==> config.mk <==
export PLATFORM = sky130hd
export DESIGN_NAME = canny_front
export DESIGN_NICKNAME = d
export VERILOG_FILES = /design/src/rtl/canny_pkg.sv /design/src/rtl/canny_front.sv
export SDC_FILE = /design/constraint.sdc
export NUM_CORES = 1
export LEC_CHECK = 0
export ABC_AREA = 1
export BUFFER_PORTS_ARGS = -buffer_cell sky130_fd_sc_hd__buf_2
export CORE_UTILIZATION = 40
export CTS_CLUSTER_SIZE = 30
export DETAILED_ROUTE_END_ITERATION = 10
export GPL_TIMING_DRIVEN = 0
export PLACE_DENSITY_LB_ADDON = 0.3
export SLEW_MARGIN = 5
export SYNTH_ARGS = -nofsm -noshare
export SYNTH_HDL_FRONTEND = slang
export SYNTH_SLANG_ARGS = --single-unit
==> constraint.sdc <==
create_clock -name clk -period 5.2 [get_ports clk]
set_input_delay 1.04 -clock clk [delete_from_list [all_inputs] [get_ports clk]]
set_output_delay 1.04 -clock clk [all_outputs]
set_load 0.05 [all_outputs]
==> src/rtl/canny_pkg.sv <==
// ----------------------------------------------------------------------------
// canny_pkg
// Shared types, register codes and constants of the streaming edge detector.
// ----------------------------------------------------------------------------
package canny_pkg;

    localparam int MAX_WIDTH_DEF  = 1024;
    localparam int MAX_HEIGHT_DEF = 4096;
    localparam int QUEUE_DEPTH    = 4;

    localparam int FW_W       = 11;
    localparam int FH_W       = 13;
    localparam int CFG_IDX_W  = 3;
    localparam int CFG_DATA_W = 13;

    localparam logic [FW_W-1:0] RST_FRAME_WIDTH  = 11'd640;
    localparam logic [FH_W-1:0] RST_FRAME_HEIGHT = 13'd480;
    localparam logic [7:0]      RST_HIGH_THR     = 8'd70;
    localparam logic [7:0]      RST_LOW_THR      = 8'd21;

    // tan 23 and tan 68 degrees in q16
    localparam int TAN23_Q16 = 27818;
    localparam int TAN68_Q16 = 162207;

    localparam logic [7:0] MAG_SAT    = 8'd255;
    localparam int         ROOT_STEPS = 8;

    typedef enum logic [CFG_IDX_W-1:0] {
        REG_FRAME_WIDTH  = 3'd0,
        REG_FRAME_HEIGHT = 3'd1,
        REG_HIGH_THR     = 3'd2,
        REG_LOW_THR      = 3'd3
    } cfg_reg_t;

    typedef enum logic [1:0] {
        SEC_HORZ    = 2'd0,
        SEC_DIAG_UR = 2'd1,
        SEC_VERT    = 2'd2,
        SEC_DIAG_DR = 2'd3
    } sector_t;

    typedef enum logic [3:0] {
        ST_IDLE,
        ST_READ,
        ST_PSHIFT,
        ST_GRAD,
        ST_SQ,
        ST_SUM,
        ST_ROOT,
        ST_GSHIFT,
        ST_NMS,
        ST_HYST
    } back_state_t;

    typedef struct packed {
        logic [FW_W-1:0] width;
        logic [FH_W-1:0] height;
        logic [7:0]      high_thr;
        logic [7:0]      low_thr;
    } canny_cfg_t;

    typedef struct packed {
        logic       restart;
        logic       flush;
        logic [7:0] pixel;
    } canny_item_t;

    typedef struct packed {
        logic [7:0] mag;
        sector_t    sector;
    } grad_t;

endpackage

==> src/rtl/canny_front.sv <==
// ----------------------------------------------------------------------------
// canny_front
// Configuration registers and input classification: pixels, draining flushes
// and flushes that do nothing.
// ----------------------------------------------------------------------------
module canny_front import canny_pkg::*; #(
    parameter int MAX_WIDTH  = MAX_WIDTH_DEF,
    parameter int MAX_HEIGHT = MAX_HEIGHT_DEF
) (
    input  logic                  clk,
    input  logic                  rst_n,
    input  logic                  in_valid,
    output logic                  in_stall,
    input  logic [7:0]            pixel,
    input  logic                  flush_item,
    input  logic                  cfg_valid,
    input  logic                  cfg_ready,
    input  logic [CFG_IDX_W-1:0]  cfg_index,
    input  logic [CFG_DATA_W-1:0] cfg_data,
    output canny_cfg_t            cfg,
    output logic                  q_push,
    output canny_item_t           q_din,
    input  logic                  q_full
);

    localparam int COL_W = $clog2(MAX_WIDTH);
    localparam int RWF   = $clog2(MAX_HEIGHT + 1);
    localparam int FCW   = $clog2(3 * MAX_WIDTH + 4);

    logic [FW_W-1:0] fw_reg;
    logic [FH_W-1:0] fh_reg;
    logic [7:0]      hi_reg;
    logic [7:0]      lo_reg;
    logic [COL_W-1:0] col_reg, col_next;
    logic [RWF-1:0]   row_reg, row_next;
    logic             complete_reg, complete_next;
    logic             pend_reg, pend_next;
    logic [FCW-1:0]   flush_cnt_reg, flush_cnt_next;

    logic [FW_W-1:0]  eff_w;
    logic [FH_W-1:0]  eff_h;
    logic [COL_W-1:0] wm1;
    logic [RWF-1:0]   hm1;
    logic [FCW-1:0]   flush_lim;
    logic             accept;
    logic             restart;
    logic             step_ok;
    logic [COL_W-1:0] base_col;
    logic [RWF-1:0]   base_row;
    logic             cfg_wr;

    always_comb
    begin
        if (fw_reg < FW_W'(3))
            eff_w = FW_W'(3);
        else if (32'(fw_reg) > MAX_WIDTH)
            eff_w = FW_W'(MAX_WIDTH);
        else
            eff_w = fw_reg;
        if (fh_reg < FH_W'(3))
            eff_h = FH_W'(3);
        else if (32'(fh_reg) > MAX_HEIGHT)
            eff_h = FH_W'(MAX_HEIGHT);
        else
            eff_h = fh_reg;
    end

    assign cfg.width    = eff_w;
    assign cfg.height   = eff_h;
    assign cfg.high_thr = hi_reg;
    assign cfg.low_thr  = lo_reg;

    assign wm1       = COL_W'(eff_w - FW_W'(1));
    assign hm1       = RWF'(eff_h - FH_W'(1));
    // a three-row frame owes only its own pixels
    assign flush_lim = (eff_h == FH_W'(3)) ? FCW'(32'(eff_w) * 3)
                                           : FCW'(32'(eff_w) * 3 + 3);

    assign in_stall = q_full;
    assign accept   = in_valid && !q_full;
    assign restart  = !flush_item && (pend_reg || complete_reg);
    // a flush only steps the pipeline while results of a whole frame are still owed
    assign step_ok  = !flush_item || (complete_reg && (flush_cnt_reg < flush_lim));
    assign q_push   = accept && step_ok;
    assign q_din.restart = restart;
    assign q_din.flush   = flush_item;
    assign q_din.pixel   = flush_item ? 8'd0 : pixel;
    assign cfg_wr   = cfg_valid && cfg_ready;

    assign base_col = restart ? '0 : col_reg;
    assign base_row = restart ? '0 : row_reg;

    always_comb
    begin
        col_next       = col_reg;
        row_next       = row_reg;
        complete_next  = complete_reg;
        pend_next      = pend_reg;
        flush_cnt_next = flush_cnt_reg;
        if (accept && !flush_item)
        begin
            col_next       = (base_col == wm1) ? '0 : base_col + 1'b1;
            row_next       = base_row + RWF'(base_col == wm1);
            complete_next  = (base_col == wm1) && (base_row == hm1);
            pend_next      = 1'b0;
            flush_cnt_next = restart ? '0 : flush_cnt_reg;
        end
        else if (q_push)
        begin
            flush_cnt_next = flush_cnt_reg + 1'b1;
        end
        if (cfg_wr && ((cfg_index == REG_FRAME_WIDTH) || (cfg_index == REG_FRAME_HEIGHT)))
        begin
            pend_next      = 1'b1;
            complete_next  = 1'b0;
            flush_cnt_next = '0;
        end
    end

    always_ff @(posedge clk or negedge rst_n)
    begin
        if (!rst_n)
        begin
            fw_reg        <= RST_FRAME_WIDTH;
            fh_reg        <= RST_FRAME_HEIGHT;
            hi_reg        <= RST_HIGH_THR;
            lo_reg        <= RST_LOW_THR;
            col_reg       <= '0;
            row_reg       <= '0;
            complete_reg  <= 1'b0;
            pend_reg      <= 1'b1;
            flush_cnt_reg <= '0;
        end
        else
        begin
            col_reg       <= col_next;
            row_reg       <= row_next;
            complete_reg  <= complete_next;
            pend_reg      <= pend_next;
            flush_cnt_reg <= flush_cnt_next;
            if (cfg_wr)
            begin
                case (cfg_index)
                    REG_FRAME_WIDTH:  fw_reg <= cfg_data[FW_W-1:0];
                    REG_FRAME_HEIGHT: fh_reg <= cfg_data[FH_W-1:0];
                    REG_HIGH_THR:     hi_reg <= cfg_data[7:0];
                    REG_LOW_THR:      lo_reg <= cfg_data[7:0];
                    default:          ;
                endcase
            end
        end
    end

endmodule

==> results_dict.tcl, run 1 <==
set metrics [dict create \
    drc 0 \
    synth.avg_cell_area_um2 7.242 \
    seqPwrFrac_pct 24.1 \
    rsz0062_at_grt "true" \
    syn_nets 931 \
    drtIter0Drc 325 \
    pre_cts_slack_ns 0.04851 \
    synth_cell_types 47 \
    leakagePower_nw 4.183 \
    antenna_found_initial 0 \
    cp_data_arrival_time_ns 4.11 \
    grt_max_degree 65 \
    die_w_um 127.1 \
    place_hpwl_mm 11.86 \
    synth_flop_cell "dfrtp_1" \
    final_antenna_net_count 0 \
    cts_buffer_depth 2 \
    fin_nets 1070 \
    p_switching_mw 1.447 \
    crit_family "simple AND/OR/NAND/NOR gates" \
    setup_viol 0 \
    p_clk_share_pct 22.1 \
    synth-seq-cells 77 \
    power.density_nw_per_um2 400.6 \
    clkTransAtPathRegs_ns 0.06 \
    chipHeight_um 127.1 \
    finalHoldViolCount 0 \
    clock-root-buffer "clkbuf_16" \
    io_pins 83 \
    slew_viol_final 0 \
    htreeDepth 3 \
    tightest_slew_ns 0.8086 \
    cts_sinks 77 \
    setup_ws_ns 0.05042 \
    final.min_clock_period_ns 5.150 \
    num_vias 5914 \
    gp_congestion 0.8695 \
    firstDrtPassIters 6 \
    yosysWarnings 0 \
    layout_commonest_cell "nand2_1" \
    crit_slowest_cell "dfrtp_2" \
    end_kind "primary output" \
    dieArea_um2 16150 \
    synthArstFlopShare_pct 100.0 \
    hold_class "reg2reg" \
    area_growth_pct 28.55 \
    switching_share_pct 44.89 \
    wl_mm 16.06 \
    fin_skew_ns 0.009267 \
    wl_per_cell_um 13.18 \
    fin_util_pct 52.72 \
    cp_max_fo 6 \
    setup.worst_path.class "reg2out" \
    n_fill_cell 1461 \
    r2r_slack_ns 0.96 \
    num_antenna_cells 0 \
    viasPerCell 4.852 \
    p_int_mw 1.776 \
    ir_worst_vdd_v 0.0002741 \
    p_comb_share_pct 53.8 \
    port-buffer-count 81 \
    crit_buf_inv 5 \
    mappedNetlistArea_um2 6257 \
    synth-edff-count 0 \
    cts_tree "done" \
    cp-start-kind "flip-flop" \
    critPathMaxStageDelay_ns 0.43 \
    cts_hold_buf 0 \
    final_cell_mix "208 x nand2_1, 105 x inv_1, 81 x buf_2" \
    track_usage_pct 19.69 \
    rows 45 \
    relSlewSlack_pct 45.68 \
    post-route-period-util_pct 99.03 \
    status "completed" \
    syn_inst 864 \
    hold_ws_ns 0.4796 \
    overflow 0 \
    fmax_ghz 0.1942 \
    cap_violations 0 \
    ys_seq_area_share_pct 31.05 \
    grt_pass1_wl_mm 25.28 \
    drive_above_1_share_pct 30.95 \
    coreArea_um2 15260 \
    worstSkewPairLatency_ns 0.34 \
    grt_pass1_vias 5325 \
    numCtsBuffers 9 \
    start_util_pct 41.01 \
    required_ns 4.16 \
]
==> tightest hold or removal path: stages (launching register included) <==
cell and delay (ns):
dfrtp_1 0.34, nand2_1 0.05, nand2_1 0.06
==> routing by layer <==
metal  track usage, %  vias to the layer above  routed length [um]
li1                 -                     3002                   -
met1            25.58                     2748                7330
met2            33.68                      145                7813
met3            3.308                       19                 646
met4            5.672                        0                 270
met5                0                        -                   0
==> final timing paths <==
check,depth (start not counted),endpoint,start
min reg2reg,2,col_reg[7]$_DFFE_PN0P_,col_reg[7]$_DFFE_PN0P_
max reg2reg,27,flush_cnt_reg[9]$_DFFE_PN0P_,fw_reg[2]$_DFFE_PN0P_
min,2,col_reg[7]$_DFFE_PN0P_,col_reg[7]$_DFFE_PN0P_
min in group asynchronous,1,flush_cnt_reg[7]$_DFFE_PN0P_,rst_n
max in group asynchronous,2,hi_reg[1]$_DFFE_PN1P_,rst_n
max,25,q_push,fw_reg[2]$_DFFE_PN0P_
==> power groups by stage <==
| stage | Clock, mW | Sequential (mW) | Combinational, mW |
|---|---|---|---|
| after floorplan | 0 | 0.861 | 1.05 |
| after global placement | 0 | 0.787 | 1.39 |
| after detailed placement | 0 | 0.787 | 1.42 |
| after CTS | 0.724 | 0.776 | 1.52 |
| after global routing | 0.744 | 0.789 | 1.91 |
| final | 0.712 | 0.777 | 1.73 |
==> synthesized netlist by cell type, types with 2 or more instances <==
cell type    n  area, um^2
a21oi_1     18       90.09
nor3_2       3       30.03
nand2_2     35       219.0
o21ai_1      7       35.03
xor2_4       2       55.05
nor2_1      71       266.5
nand2_1    220       825.8
a21boi_0     2       15.01
or2_2        2       12.51
or2_1        2       12.51
inv_1      118       442.9
dfrtp_1     64        1602
clkbuf_1    10       37.54
o31ai_1      2       15.01
dfstp_2     13       341.6
nor2_2      10       62.56
nand3_1     45       225.2
nand2_4      8       90.09
xnor2_1     10       87.58
nand4_1     19       118.9
nand3_2     10       100.1
buf_2        3       15.01
ha_1        36       450.4
nor3_1       9       45.04
nor2_4       3       33.78
nand3b_1    13       97.59
xor2_1      46       402.9
o21ai_0     49       245.2
inv_2       11       41.29
a211oi_1     3       22.52
buf_4        4       30.03
==> per-stage QoR <==
step	power [mW]	cell area [um^2]	instances	TNS, ns
floorplan	1.908	6257	864	0
global placement	2.180	6927	1156	0
detailed placement	2.204	6957	1157	0
CTS	3.022	7535	1187	0
global route	3.445	8044	1219	-0.1690
finish	3.223	8044	1219	0
==> layout make-up <==
| type | instances | area [um^2] | area share [%] |
|---|---|---|---|
| Inverter | 129 | 494.2 | 6.144 |
| Clock inverter | 6 | 93.84 | 1.167 |
| Timing Repair Buffer | 127 | 794.5 | 9.877 |
| Clock buffer | 10 | 239.0 | 2.971 |
| Multi-Input combinational cell | 639 | 4091 | 50.86 |
| Buffer | 20 | 120.1 | 1.493 |
| Sequential cell | 77 | 1947 | 24.20 |
| Tap cell | 211 | 264.0 | 3.282 |
==> timing repair <==
action	CTS	global route
pin swaps	7	38
resized for setup	32	62
hold endpoints to repair	0	0
endpoints found under the setup margin	1	1
cloned	1	0
buffers inserted	13	32
==> kinds of logic (layout without fill, tap and decap cells) <==
| logic type | after synthesis | count (layout) | synth area share, % |
|---|---|---|---|
| AOI/OAI and AO/OA | 89 | 89 | 7.899 |
| DFF | 77 | 77 | 31.05 |
| buffers and inverters | 149 | 292 | 9.618 |
| xor gates and xnor gates | 58 | 58 | 8.718 |
| muxes | 1 | 1 | 0.1800 |
| and+or+nand+nor | 454 | 455 | 35.33 |
| adders and majority gates | 36 | 36 | 7.199 |
(Power assumes the default switching activity.)
==> run 2, diff against run 1 <==
--- a/config.mk
+++ b/config.mk
@@ -11,7 +11,7 @@
 export CTS_CLUSTER_SIZE = 30
 export DETAILED_ROUTE_END_ITERATION = 10
 export GPL_TIMING_DRIVEN = 0
-export PLACE_DENSITY_LB_ADDON = 0.3
+export PLACE_DENSITY = 0.68
 export SLEW_MARGIN = 5
 export SYNTH_ARGS = -nofsm -noshare
 export SYNTH_HDL_FRONTEND = slang
==> run 2 against run 1 <==
  * Register-to-register slack lost 0.06 ns
  * First-iteration DRC count shrank 20%
  * Sequential power is essentially flat
  * Die area is the same
  * Count of clock-buffer cells in the layout shrank 1
  * Via count shrank 0.46%
  * Critical path depth shrank 3
==> results_dict.tcl, run 2 (synthesis gave the netlist of run 1 again) <==
set metrics [dict create \
    status "completed" \
    worstReg2RegStart "fh_reg[3]$_DFFE_PN0P_" \
    setup_ws_ns 0.01136 \
    antenna_found_initial 0 \
    hold_class "reg2reg" \
    cts_tree "done" \
    clkTransAtPathRegs_ns 0.07 \
    hold_start "pend_reg$_DFFE_PN1P_" \
    grt_max_degree 61 \
    fin_area_um2 7914 \
    worstSkewPairLatency_ns 0.34 \
    num_antenna_cells 0 \
    final.min_clock_period_ns 5.189 \
    final_antenna_net_count 0 \
    rsz0062_at_grt "true" \
    ir_worst_vdd_v 0.0002804 \
    io_pins 83 \
    coreArea_um2 15260 \
    die_w_um 127.1 \
    pre_cts_slack_ns 0.03839 \
    placed_cells 1157 \
    slew_viol_final 0 \
    relSlewSlack_pct 41.85 \
    cp-start-kind "flip-flop" \
    cts_hold_buf 0 \
    rows 45 \
    fmax_ghz 0.1927 \
    wl_mm 16.02 \
    cts_buffer_depth 2 \
    n_fill_cell 1477 \
    cp-startpoint "fh_reg[3]$_DFFE_PN0P_" \
    leakagePower_nw 4.141 \
    required_ns 4.16 \
    layout_commonest_cell "nand2_1" \
    cp_max_fo 5 \
    final_cell_mix "210 x nand2_1, 109 x inv_1, 82 x buf_2" \
    area_growth_pct 26.47 \
    overflow 0 \
    top_layer "met4" \
    cts_sinks 77 \
    dieArea_um2 16150 \
    drive_above_1_share_pct 29.87 \
    cp_data_arrival_time_ns 4.15 \
    end_kind "primary output" \
    place_hpwl_mm 11.60 \
    grt_pass1_vias 5259 \
    start_util_pct 41.01 \
    clock-root-buffer "clkbuf_16" \
    grt_pass1_wl_mm 25.38 \
    htreeDepth 3 \
    p_total_mw 3.088 \
    numCtsBuffers 9 \
    track_usage_pct 19.53 \
    gp_congestion 0.8572 \
    dpl_cell_area_um2 6957 \
    num_vias 5887 \
    setup.worst_path.class "reg2out" \
    tightest_slew_ns 0.8656 \
    met2_length_mm 7.702 \
    finalHoldViolCount 0 \
    firstDrtPassIters 5 \
    drc 0 \
    wl_per_cell_um 13.22 \
    post-route-period-util_pct 99.78 \
    fin_skew_ns 0.008994 \
    viasPerCell 4.857 \
    hold_ws_ns 0.4805 \
    instances_no_fill 1212 \
    setup-tns-final_ns 0 \
    power.density_nw_per_um2 390.3 \
    met1_length_mm 7.457 \
    chipHeight_um 127.1 \
    fin_util_pct 51.87 \
    setup_viol 0 \
    wl_met3_um 640 \
    cap_violations 0 \
    fin_nets 1063 \
    drtIter0Drc 261 \
    port-buffer-count 81 \
]
[run 2: cell types whose count changed in the layout (fill, tap and decap cells not counted), sizes merged]
cell / before / now
clkinvlp: 3 / 0
bufinv: 2 / 0
clkinv: 2 / 1
inv: 128 / 135
buf: 137 / 130
clkbuf: 20 / 19
[run 2: per-layer routing]
layer	vias to the layer above	GRT usage [%]
met5	-	0
met4	0	5.252
met3	21	2.722
met2	133	33.10
met1	2731	26.11
li1	3002	-
[run 2: final timing paths]
check                                                to  slack, ns  depth (start not counted)
setup / recovery                                 q_push       0.01                         22
setup reg to reg           flush_cnt_reg[9]$_DFFE_PN0P_       0.90                         24
hold reg to reg                    pend_reg$_DFFE_PN1P_       0.48                          2
hold / removal                     pend_reg$_DFFE_PN1P_       0.48                          2
max in group asynchronous         hi_reg[2]$_DFFE_PN1P_       3.97                          2
min in group asynchronous  flush_cnt_reg[7]$_DFFE_PN0P_       0.58                          1
[run 2: report_power, final]
part | internal (mW) | switching, mW
combinational | 0.605 | 1.08
clock | 0.336 | 0.286
sequential | 0.703 | 0.0765
total | 1.64 | 1.44
[run 2: worst max-delay path, cell delays in order, from the launching register on]
cell and delay, ns:
dfrtp_2 0.43, or2_1 0.26, a211oi_1 0.20, nand2_1 0.15, nand2_1 0.20, ha_1 0.18
nand4_1 0.11, a21oi_2 0.20, nand3_4 0.14, o211ai_1 0.16, nor2_1 0.07, nand2_1 0.11
nand3b_4 0.19, nor2_4 0.06, xor2_1 0.14, ha_1 0.29, nand4_1 0.13, a21oi_1 0.06
a211oi_1 0.22, o211a_1 0.22, nand2_4 0.08, nand2_4 0.07, buf_8 0.15
[run 2: layout make-up]
class                           count  area [um^2]  area share, %
Buffer                             20        117.6          1.486
Inverter                          129        489.2          6.182
Clock buffer                        9        225.2          2.846
Sequential cell                    77         1949          24.63
Timing Repair Buffer              120        734.5          9.281
Multi-Input combinational cell    639         4071          51.45
Clock inverter                      7        62.56         0.7905
Tap cell                          211        264.0          3.336
[run 2: timing repair]
action,in CTS,in global routing
resized for setup,27,56
cloned,1,0
pin swaps,6,33
buffers inserted,5,33
setup endpoints to repair,1,1
