### src/rtl/canny_pkg.sv
// ----------------------------------------------------------------------------
// canny_pkg
// Shared types, register codes and constants of the streaming edge detector.
// ----------------------------------------------------------------------------
package canny_pkg;

    localparam int MAX_WIDTH_DEF  = 1024;
    localparam int MAX_HEIGHT_DEF = 4096;
    localparam int QUEUE_DEPTH    = 4;

    localparam int FW_W       = 11;
    localparam int FH_W       = 13;
    localparam int CFG_IDX_W  = 3;
    localparam int CFG_DATA_W = 13;

    localparam logic [FW_W-1:0] RST_FRAME_WIDTH  = 11'd640;
    localparam logic [FH_W-1:0] RST_FRAME_HEIGHT = 13'd480;
    localparam logic [7:0]      RST_HIGH_THR     = 8'd70;
    localparam logic [7:0]      RST_LOW_THR      = 8'd21;

    // tan 23 and tan 68 degrees in q16
    localparam int TAN23_Q16 = 27818;
    localparam int TAN68_Q16 = 162207;

    localparam logic [7:0] MAG_SAT    = 8'd255;
    localparam int         ROOT_STEPS = 8;

    typedef enum logic [CFG_IDX_W-1:0] {
        REG_FRAME_WIDTH  = 3'd0,
        REG_FRAME_HEIGHT = 3'd1,
        REG_HIGH_THR     = 3'd2,
        REG_LOW_THR      = 3'd3
    } cfg_reg_t;

    typedef enum logic [1:0] {
        SEC_HORZ    = 2'd0,
        SEC_DIAG_UR = 2'd1,
        SEC_VERT    = 2'd2,
        SEC_DIAG_DR = 2'd3
    } sector_t;

    typedef enum logic [3:0] {
        ST_IDLE,
        ST_READ,
        ST_PSHIFT,
        ST_GRAD,
        ST_SQ,
        ST_SUM,
        ST_ROOT,
        ST_GSHIFT,
        ST_NMS,
        ST_HYST
    } back_state_t;

    typedef struct packed {
        logic [FW_W-1:0] width;
        logic [FH_W-1:0] height;
        logic [7:0]      high_thr;
        logic [7:0]      low_thr;
    } canny_cfg_t;

    typedef struct packed {
        logic       restart;
        logic       flush;
        logic [7:0] pixel;
    } canny_item_t;

    typedef struct packed {
        logic [7:0] mag;
        sector_t    sector;
    } grad_t;

endpackage

### src/rtl/canny_queue.sv
// ----------------------------------------------------------------------------
// canny_queue
// Small first-in first-out queue between the classifying front and the back.
// ----------------------------------------------------------------------------
module canny_queue import canny_pkg::*; #(
    parameter int DEPTH = QUEUE_DEPTH
) (
    input  logic        clk,
    input  logic        rst_n,
    input  logic        push,
    input  canny_item_t din,
    input  logic        pop,
    output canny_item_t dout,
    output logic        full,
    output logic        empty
);

    localparam int AW = (DEPTH > 1) ? $clog2(DEPTH) : 1;
    localparam int CW = $clog2(DEPTH + 1);

    canny_item_t         store_reg [DEPTH];
    logic [AW-1:0]       wr_ptr_reg;
    logic [AW-1:0]       rd_ptr_reg;
    logic [CW-1:0]       count_reg;

    assign full  = (count_reg == CW'(DEPTH));
    assign empty = (count_reg == '0);
    assign dout  = store_reg[rd_ptr_reg];

    always_ff @(posedge clk)
    begin
        if (push)
        begin
            store_reg[wr_ptr_reg] <= din;
        end
    end

    always_ff @(posedge clk or negedge rst_n)
    begin
        if (!rst_n)
        begin
            wr_ptr_reg <= '0;
            rd_ptr_reg <= '0;
            count_reg  <= '0;
        end
        else
        begin
            if (push)
            begin
                wr_ptr_reg <= (wr_ptr_reg == AW'(DEPTH - 1)) ? '0 : wr_ptr_reg + 1'b1;
            end
            if (pop)
            begin
                rd_ptr_reg <= (rd_ptr_reg == AW'(DEPTH - 1)) ? '0 : rd_ptr_reg + 1'b1;
            end
            if (push && !pop)
            begin
                count_reg <= count_reg + 1'b1;
            end
            else if (pop && !push)
            begin
                count_reg <= count_reg - 1'b1;
            end
        end
    end

endmodule

### config.mk
export PLATFORM = sky130hd
export DESIGN_NAME = canny_queue
export DESIGN_NICKNAME = d
export VERILOG_FILES = /design/src/rtl/canny_pkg.sv /design/src/rtl/canny_queue.sv
export SDC_FILE = /design/constraint.sdc
export NUM_CORES = 1
export LEC_CHECK = 0
export BUFFER_PORTS_ARGS = -buffer_cell sky130_fd_sc_hd__buf_2
export CORE_UTILIZATION = 36
export CTS_CLUSTER_SIZE = 25
export DETAILED_ROUTE_END_ITERATION = 10
export PLACE_DENSITY = 0.56
export SETUP_SLACK_MARGIN = 0.2
export SLEW_MARGIN = 5
export SYNTH_ARGS = -nofsm -noshare
export SYNTH_HDL_FRONTEND = slang
export SYNTH_SLANG_ARGS = --single-unit
### constraint.sdc
create_clock -name clk -period 4.75 [get_ports clk]
set_clock_uncertainty 0.2 [all_clocks]
set_input_delay 0.2375 -clock clk [delete_from_list [all_inputs] [get_ports clk]]
set_output_delay 0.2375 -clock clk [all_outputs]
set_load 0.02 [all_outputs]
==> flow_summary.toml, run 1 <==
[pwr]
power_mw = 1.33
leakage_nw = 0.854
p_per_area_nw_per_um2 = 578
vdd.ir_drop.worst_v = 0.000275

[clocking]
worstSkewPairLatency_ns = 0.29
post-cts-setup-buffers = 0
clockBufferDepth = 2
cts_buffers = 5
htree_num_levels = 2
clock_sinks = 47
clockRootBuffer = "clkbuf_8"
cts.clk_slew.worst_paths_ns = 0.08
tritoncts = "done"

[setup_path]
end_kind = "primary output"
crit_path_start_kind = "flip-flop"
reg2reg_depth = 3
path_class = "reg2out"
max_stage_delay_ns = 0.79
required_ns = 4.31
slowest_stage = "dfrtp_1"
timing.rr.end = "store_reg[0][1]$_DFFE_PP_"
crit_fanout = 13
crit_arrival_ns = 1.87
cp_cell_sequence = "mux4_1, buf_2"
r2r_slack_ns = 3.02
r2r_start = "wr_ptr_reg[0]$_DFFE_PN0P_"
crit_family = "flip-flops"
crit_buf_inv = 1
startpoint = "rd_ptr_reg[0]$_DFFE_PN0P_"

[sta]
hold_viol_final = 0
hold_ws_ns = 0.0385
fin_tns_setup_ns = 0
maxClockFrequency_mhz = 433
slew_headroom_pct = 54.4
timing.final.crit_share_pct = 48.6
period_minus_slack_ns = 2.31
layout_setup_ws_ns = 2.44
drv_slew = 0
tightest_slew_ns = 0.684
rsz0062_at_grt = "false"
finalSetupViolCount = 0

[logic_synthesis]
synth_top_area_share_pct = 64.5
synth_nets = 110
synth_area_um2 = 1860
syn_inst = 89
yosysTopAreaCell = "edfxtp_1"
avgSynthCellArea_um2 = 20.9
yosys_register_bits = 47
synthTopCellsByArea = "edfxtp_1 (64%), mux4_2 (9.7%), dfrtp_1 (9.4%), ha_1 (4.0%), mux4_1 (2.8%)"
yosys_warnings = 0
yosysUniqueCellTypes = 19
ys_seq_area_share_pct = 73.9

[hold_path]
min_from = "push"
min_path_cells = 2
hold_path.class = "in2reg"
holdPathEnd = "wr_ptr_reg[1]$_DFFE_PN0P_"

[detailed_routing]
detail-route-antenna-nets = 0
vias = 908
drt_iter0_drc = 51
wl_per_cell_um = 14.7
drc = 0
drt_wl_total_mm = 2.91
viasPerCell = 4.59
dr.pass1.iters = 4

[global_route]
grt_pass1_wl_mm = 4.59
overflow = 0
grt_max_degree = 15
grt_use_total_pct = 12.1
grt_pass1_vias = 913
antenna_found_initial = 0

[place]
io_buffer_count = 25
dp_slack_ns = 2.68
gp_congestion = 0.648
dpl.hpwl_mm = 1.89

[floorplanning]
ios = 26
die_y_um = 73.9
die-area_um2 = 5470
core_um2 = 4850
start_util_pct = 38.4
fp.dieW_um = 73.9
rows = 25

[cells_and_area]
area_growth_pct = 23.4
nets = 151
fin_util_pct = 47.4
num_antenna_cells = 0
drive_gt1_share_pct = 32.8
largest_reg_flops = 40
layout_common_cells = "edfxtp_1 (40), buf_2 (25), dlygate4sd3_1 (11)"
layout_commonest_cell = "edfxtp_1"

[run_status]
status = "complete, no violations"

[run]
cap_viol_max_count = 0
==> worst register-to-register path, cell delays in order, from the launching register on <==
cell and delay (ns):
dfrtp_1 0.41, inv_1 0.12, ha_1 0.15, and2_1 0.50
==> how the worst max path moves through the flow <==
stage | end | slack [ns] | cells past startpoint
floorplan | dout[0] | 3.17 | 2
global placement | dout[1] | 2.70 | 2
detailed placement | dout[2] | 2.68 | 2
CTS | dout[2] | 2.35 | 2
global route | dout[2] | 2.25 | 2
finish | dout[2] | 2.44 | 2
==> synthesized netlist by cell type <==
| cell type | count |
|---|---|
| edfxtp_1 | 40 |
| mux4_2 | 8 |
| dfrtp_1 | 7 |
| ha_1 | 6 |
| inv_1 | 5 |
| and2_1 | 4 |
| mux2_2 | 3 |
| mux4_1 | 2 |
| nor2_1 | 2 |
| o21ai_0 | 2 |
| xor2_1 | 2 |
| buf_2 | 1 |
| buf_6 | 1 |
| fa_1 | 1 |
| nand2_1 | 1 |
| nand3_1 | 1 |
| nor3_1 | 1 |
| nor3b_1 | 1 |
| xnor2_1 | 1 |
==> logic make-up after synthesis <==
family                   count (synthesis)  share of synthesized area [%]
AO/OA/AOI/OAI                            2                          0.537
XOR/XNOR                                 3                           1.41
adder cells (fa/ha/maj)                  7                           5.10
buffers and inverters                    7                           1.88
flip-flops                              47                           73.9
multiplexers                            13                           14.3
AND/OR/NAND/NOR                         10                           2.89
==> layer usage <==
layer | global-route usage, % | wire [µm]
met5 | 0 | 0
met4 | 5.34 | 31
met3 | 4.07 | 107
met2 | 19.8 | 1450
met1 | 14.7 | 1320
==> what timing repair did <==
| action | CTS | global route |
|---|---|---|
| endpoints found under the hold margin | 47 | 0 |
| resized for setup | 0 | 0 |
| endpoints found under the setup margin | 0 | 0 |
| hold buffers | 11 | 0 |
==> per-stage QoR <==
stage                     cell area [µm²]  cells
final                                2300    198
after global routing                 2300    198
after CTS                            2300    198
after detailed placement             2060    179
after global placement               2060    179
after floorplan                      1860     89
==> cell type report <==
type | count | area, µm²
tap | 67 | 83.8
multi-input combinational | 35 | 452
clock inverter | 2 | 60.1
sequential | 47 | 1380
fill | 413 | 2550
timing repair buffer | 36 | 235
inverter | 5 | 18.8
clock buffer | 6 | 72.6
==> power by group <==
group | total, mW | internal [mW] | switching, mW
Clock | 0.336 | 0.210 | 0.126
Sequential | 0.620 | 0.539 | 0.0811
Combinational | 0.372 | 0.182 | 0.190
(Power assumes the default switching activity.)
==> run 2, diff against run 1 <==
- ABC_AREA: unset -> 1
- clock period: 4.75 -> 2.3 ns (I/O delays scaled with it)
==> run 2 against run 1 <==
Compared with the run above: highest routed layer unchanged; power increased by 110%; critical path depth increased by 3; critical path type unchanged; cell count increased by 42%; final area increased by 6.9%.
==> flow_summary.toml, run 2 <==
[place]
dpl.hpwl_mm = 2.12
dp_cells = 260
dp_slack_ns = 0.614
gp_congestion = 0.751
io_buffer_count = 25

[setup_path]
max_stage_delay_ns = 0.43
reg2reg_depth = 4
slowest_stage = "dfrtp_1"
crit_arrival_ns = 1.50
r2r_slack_ns = 0.69
timing.rr.end = "store_reg[2][9]$_DFFE_PP_"
end_kind = "primary output"
crit_path_start_kind = "flip-flop"
required_ns = 1.99
cp_cell_sequence = "inv_4, nand2_1, o211ai_1, nand2_1, buf_2"
path_class = "reg2out"
r2r_start = "wr_ptr_reg[0]$_DFFE_PN0P_"
crit_fanout = 41
crit_top_cell = "nand2_1"

[cells_and_area]
drive_gt1_share_pct = 17.1
largest_reg_flops = 40
area_growth_pct = 20.3
num_antenna_cells = 0
seqCellArea_um2 = 1380
layout_commonest_cell = "nand2_1"
finalNonFillerCells = 282
layout_common_cells = "nand2_1 (44), edfxtp_1 (40), inv_1 (32)"
nets = 230
multi_input_area_um2 = 479
fill_cells = 533

[logic_synthesis]
synth_area_um2 = 2040
synthTopCellsByCount = "nand2_1 (44), edfxtp_1 (40), inv_1 (32), o211ai_1 (18), dfrtp_1 (7)"
yosysTopAreaCell = "edfxtp_1"
synth_edf_count = 40
synth_nets = 189
ys_dominant_reg_cell = "edfxtp_1"
synthTopCellsByArea = "edfxtp_1 (59%), dfrtp_1 (8.6%), nand2_1 (8.1%), o211ai_1 (6.6%), inv_1 (5.9%)"
avgSynthCellArea_um2 = 12.2
ys_async_sr_fraction_pct = 14.9
synth_top_area_share_pct = 58.8
synth.most_common_cell = "nand2_1"
yosys_register_bits = 47
yosysUniqueCellTypes = 20
syn_inst = 168
ys_seq_area_share_pct = 67.4
yosys_warnings = 0

[pwr]
leakage_nw = 1.08
p_per_area_nw_per_um2 = 1140
vdd.ir_drop.worst_v = 0.000427
power_mw = 2.80

[floorplanning]
die-area_um2 = 5980
fp.dieW_um = 77.3
rows = 27
core_um2 = 5470
die_y_um = 77.3
ios = 26
start_util_pct = 37.3

[clocking]
post-cts-setup-buffers = 0
tritoncts = "done"
cts_buffers = 5
clock_sinks = 47
clockRootBuffer = "clkbuf_8"
htree_num_levels = 2
cts.clk_slew.worst_paths_ns = 0.08
worstSkewPairLatency_ns = 0.29
clockBufferDepth = 2

[detailed_routing]
drt_iter0_drc = 75
dr.pass1.iters = 4
drc = 0
wl_per_cell_um = 11.7
drt_wl_total_mm = 3.30
detail-route-antenna-nets = 0
viasPerCell = 4.38
vias = 1236

[global_route]
grt_max_degree = 42
overflow = 0
grt_pass1_vias = 1114
grt_use_total_pct = 12.4
antenna_found_initial = 0
grt_pass1_wl_mm = 5.44

[sta]
hold_viol_final = 0
hold_ws_ns = 0.314
period_minus_slack_ns = 1.81
slew_headroom_pct = 68.6
fin_tns_setup_ns = 0
tightest_slew_ns = 0.471
layout_setup_ws_ns = 0.487
timing.final.crit_share_pct = 78.8
finalSetupViolCount = 0
rsz0062_at_grt = "false"
drv_slew = 0
maxClockFrequency_mhz = 552

[run_status]
status = "complete, no violations"

[hold_path]
hold_path.class = "reg2reg"
min_path_cells = 2
min_from = "count_reg[2]$_DFFE_PN0P_"
holdPathEnd = "count_reg[2]$_DFFE_PN0P_"

[run]
cap_viol_max_count = 0
run 2: per-stage QoR:
step | utilization, % | instance area, µm²
2_1_floorplan | - | 2040
3_3_place_gp | 40.2 | 2200
3_5_place_dp | 40.2 | 2200
4_1_cts | 44.8 | 2450
5_1_grt | 44.9 | 2460
6_report | 44.9 | 2460
run 2: what timing repair did:
action	in CTS	in global routing
setup endpoints to repair	0	10
hold buffers	14	0
endpoints found under the hold margin	51	0
resized for setup	0	2
run 2: how the worst max path moves through the flow:
stage | startpoint | to
final | rd_ptr_reg[0]$_DFFE_PN0P_ | dout[5]
after global routing | rd_ptr_reg[0]$_DFFE_PN0P_ | dout[5]
after CTS | rd_ptr_reg[0]$_DFFE_PN0P_ | dout[5]
after detailed placement | rd_ptr_reg[0]$_DFFE_PN0P_ | dout[5]
after global placement | rd_ptr_reg[0]$_DFFE_PN0P_ | dout[9]
after floorplan | count_reg[0]$_DFFE_PN0P_ | count_reg[2]$_DFFE_PN0P_
run 2: cell families after synthesis:
| logic type | share of synthesized area [%] |
|---|---|
| adders and majority gates | 4.66 |
| buffers and inverters | 9.13 |
| xor gates and xnor gates | 0.429 |
| DFF | 67.4 |
| and+or+nand+nor | 9.31 |
| AOI/OAI and AO/OA | 9.07 |
run 2: final cells by class:
class / count / area share [%]
sequential: 47 / 56.0
tap: 72 / 3.67
clock buffer: 5 / 2.80
inverter: 33 / 5.15
timing repair buffer: 40 / 11.1
multi-input combinational: 82 / 19.5
clock inverter: 3 / 1.73
run 2: worst max-delay path: cells and delay by family, from the launching register on:
family                 cells  cell delay, ns
AND/OR/NAND/NOR            2            0.19
AO/OA/AOI/OAI              1            0.10
buffers and inverters      2            0.47
flip-flops                 1            0.43
run 2: layer usage:
metal / wire, µm / up-vias / GRT usage [%]
li1: - / 647 / -
met1: 1630 / 569 / 16.2
met2: 1510 / 15 / 19.0
met3: 102 / 5 / 3.69
met4: 56 / 0 / 5.09
met5: 0 / - / 0
run 2: report_power, final:
part	switching, mW	leakage [nW]	internal, mW
Combinational	0.660	0.568	0.330
Sequential	0.0862	0.451	1.13
Clock	0.277	0.0562	0.324
==> run 3, diff against run 2 <==
- PLACE_DENSITY: 0.56 -> 0.58
- clock period: 2.3 -> 1.5 ns (I/O delays scaled with it)
==> run 3 against run 2 <==
Compared with the run above: the flow now finishes with violations (setup timing); sequential share of layout area fell by 8.5 points; final area rose by 18%; first-iteration DRC count rose by 41%; routed wire length rose by 26%; cell count rose by 7.4%; register-to-register slack got worse by 0.69 ns; die area did not move; power rose by 97%; count of clock-buffer cells in the layout did not move.
==> flow_summary.toml, run 3 (same netlist as run 2, synthesis figures left out) <==
[detailed_routing]
drt_iter0_drc = 106
viasPerCell = 4.54
vias = 1376
dr.pass1.iters = 4
drc = 0
drt_wl_total_mm = 4.15
detail-route-antenna-nets = 0
wl_per_cell_um = 13.7

[global_route]
overflow = 0
grt_pass1_vias = 1369
grt_max_degree = 16
met1_usage_pct = 19.0
grt_use_total_pct = 15.3
gr-usage-met3_pct = 2.74
antenna_found_initial = 0
busiest_layer = "met2"
met2_usage_pct = 26.4
grt_pass1_wl_mm = 6.82

[place]
place_area_um2 = 2260
dp_slack_ns = 0.0379
dp_cells = 266
dpl.hpwl_mm = 2.35
gp_congestion = 0.765
io_buffer_count = 25

[pwr]
vdd.ir_drop.worst_v = 0.000722
power_frac_seq_pct = 35.1
p_int_mw = 3.55
pwr-share-comb_pct = 45.3
switching_share_pct = 35.6
p_switching_mw = 1.97
leakage_nw = 1.21
p_per_area_nw_per_um2 = 1900
power_mw = 5.52
power_frac_clock_pct = 19.6

[sta]
maxClockFrequency_mhz = 602
slew_headroom_pct = 78.7
rsz0062_at_grt = "true"
timing.final.crit_share_pct = 111
tightest_slew_ns = 0.319
hold_viol_final = 0
layout_setup_ws_ns = -0.161
period_minus_slack_ns = 1.66
finalSetupViolCount = 11
drv_slew = 0

[run_status]
status = "complete, but fails checks"
violations = "setup timing"

[cells_and_area]
area_growth_pct = 42.4
layout_commonest_cell = "edfxtp_1"
postLayoutCellArea_um2 = 2910
finalNonFillerCells = 303
drive_gt1_share_pct = 38.1
layout_common_cells = "edfxtp_1 (40), nand2_1 (36), inv_1 (24)"
num_antenna_cells = 0
largest_reg_flops = 40
nets = 251
fin_util_pct = 53.1

[clocking]
clockBufferDepth = 2
cts.clk_slew.worst_paths_ns = 0.08
cts_buffers = 5
clockRootBuffer = "clkbuf_8"
htree_num_levels = 2
clock_sinks = 47
worstSkewPairLatency_ns = 0.29
tritoncts = "done"

[setup_path]
slowest_stage = "dfrtp_1"
crit_fanout = 5
max_stage_delay_ns = 0.41
crit_buf_inv = 3
r2r_slack_ns = 0
crit_family = "buffers and inverters"
cp_cell_sequence = "inv_4, clkbuf_16, nand2_2, o211ai_1, nand2_1, buf_6"
required_ns = 1.22
path_class = "reg2out"
crit_path_start_kind = "flip-flop"
end_kind = "primary output"
crit_arrival_ns = 1.39

[hold_path]
hold_path.class = "in2reg"

[floorplanning]
rows = 27
die_y_um = 77.3
core_um2 = 5470
start_util_pct = 37.3
die-area_um2 = 5980
fp.dieW_um = 77.3
ios = 26

[run]
cap_viol_max_count = 0
[run 3: final timing paths]
kind,from,to,cells after the start
worst max-delay path,rd_ptr_reg[0]$_DFFE_PN0P_,dout[9],6
worst min-delay path,pop,count_reg[0]$_DFFE_PN0P_,4
worst max register to register,wr_ptr_reg[0]$_DFFE_PN0P_,store_reg[1][2]$_DFFE_PP_,4
worst min register to register,count_reg[2]$_DFFE_PN0P_,count_reg[2]$_DFFE_PN0P_,2
max in group asynchronous,rst_n,rd_ptr_reg[1]$_DFFE_PN0P_,3
min in group asynchronous,rst_n,count_reg[0]$_DFFE_PN0P_,3
[run 3: final cells by class]
cell class / instances / area [µm²]
Clock buffer: 5 / 68.8
Sequential cell: 47 / 1380
Clock inverter: 3 / 67.6
Timing Repair inverter: 4 / 30.0
Timing Repair Buffer: 57 / 500
Fill cell: 491 / 2560
Tap cell: 72 / 90.1
Inverter: 33 / 154
Multi-Input combinational cell: 82 / 614
[run 3: repair_timing]
item	in CTS	in global routing
pin swaps	9	8
setup endpoints to repair	54	56
cloned	5	1
hold endpoints to repair	51	7
hold buffers	14	1
buffers inserted	7	2
gates resized for setup	45	15
[run 3: metrics by stage]
stage	hold slack (ns)	TNS [ns]
after global placement	-0.280	0
after global routing	0.0581	-2.52
after CTS	0.00687	-1.28
after floorplan	-0.421	0
after detailed placement	-0.281	0
final	0.0258	-1.34
[run 3: power groups by stage]
stage          Combinational, mW  Sequential (mW)  Clock [mW]
4_1_cts                     2.24             1.92        1.10
2_1_floorplan               1.18             1.86           0
5_1_grt                     2.73             1.97        1.15
3_3_place_gp                1.63             1.91           0
3_5_place_dp                1.66             1.92           0
6_report                    2.50             1.94        1.08
[run 3: per-layer routing]
metal	up-vias	wire [µm]
met1	654	1850
met3	8	119
li1	689	-
met4	0	90
met2	25	2090
met5	-	0
[run 3: worst min-delay path: cells and delay by family]
family	cells	cell delay, ns
adder cells (fa/ha/maj)	1	0.17
buffers and inverters	2	0.17
XOR/XNOR	1	0.08
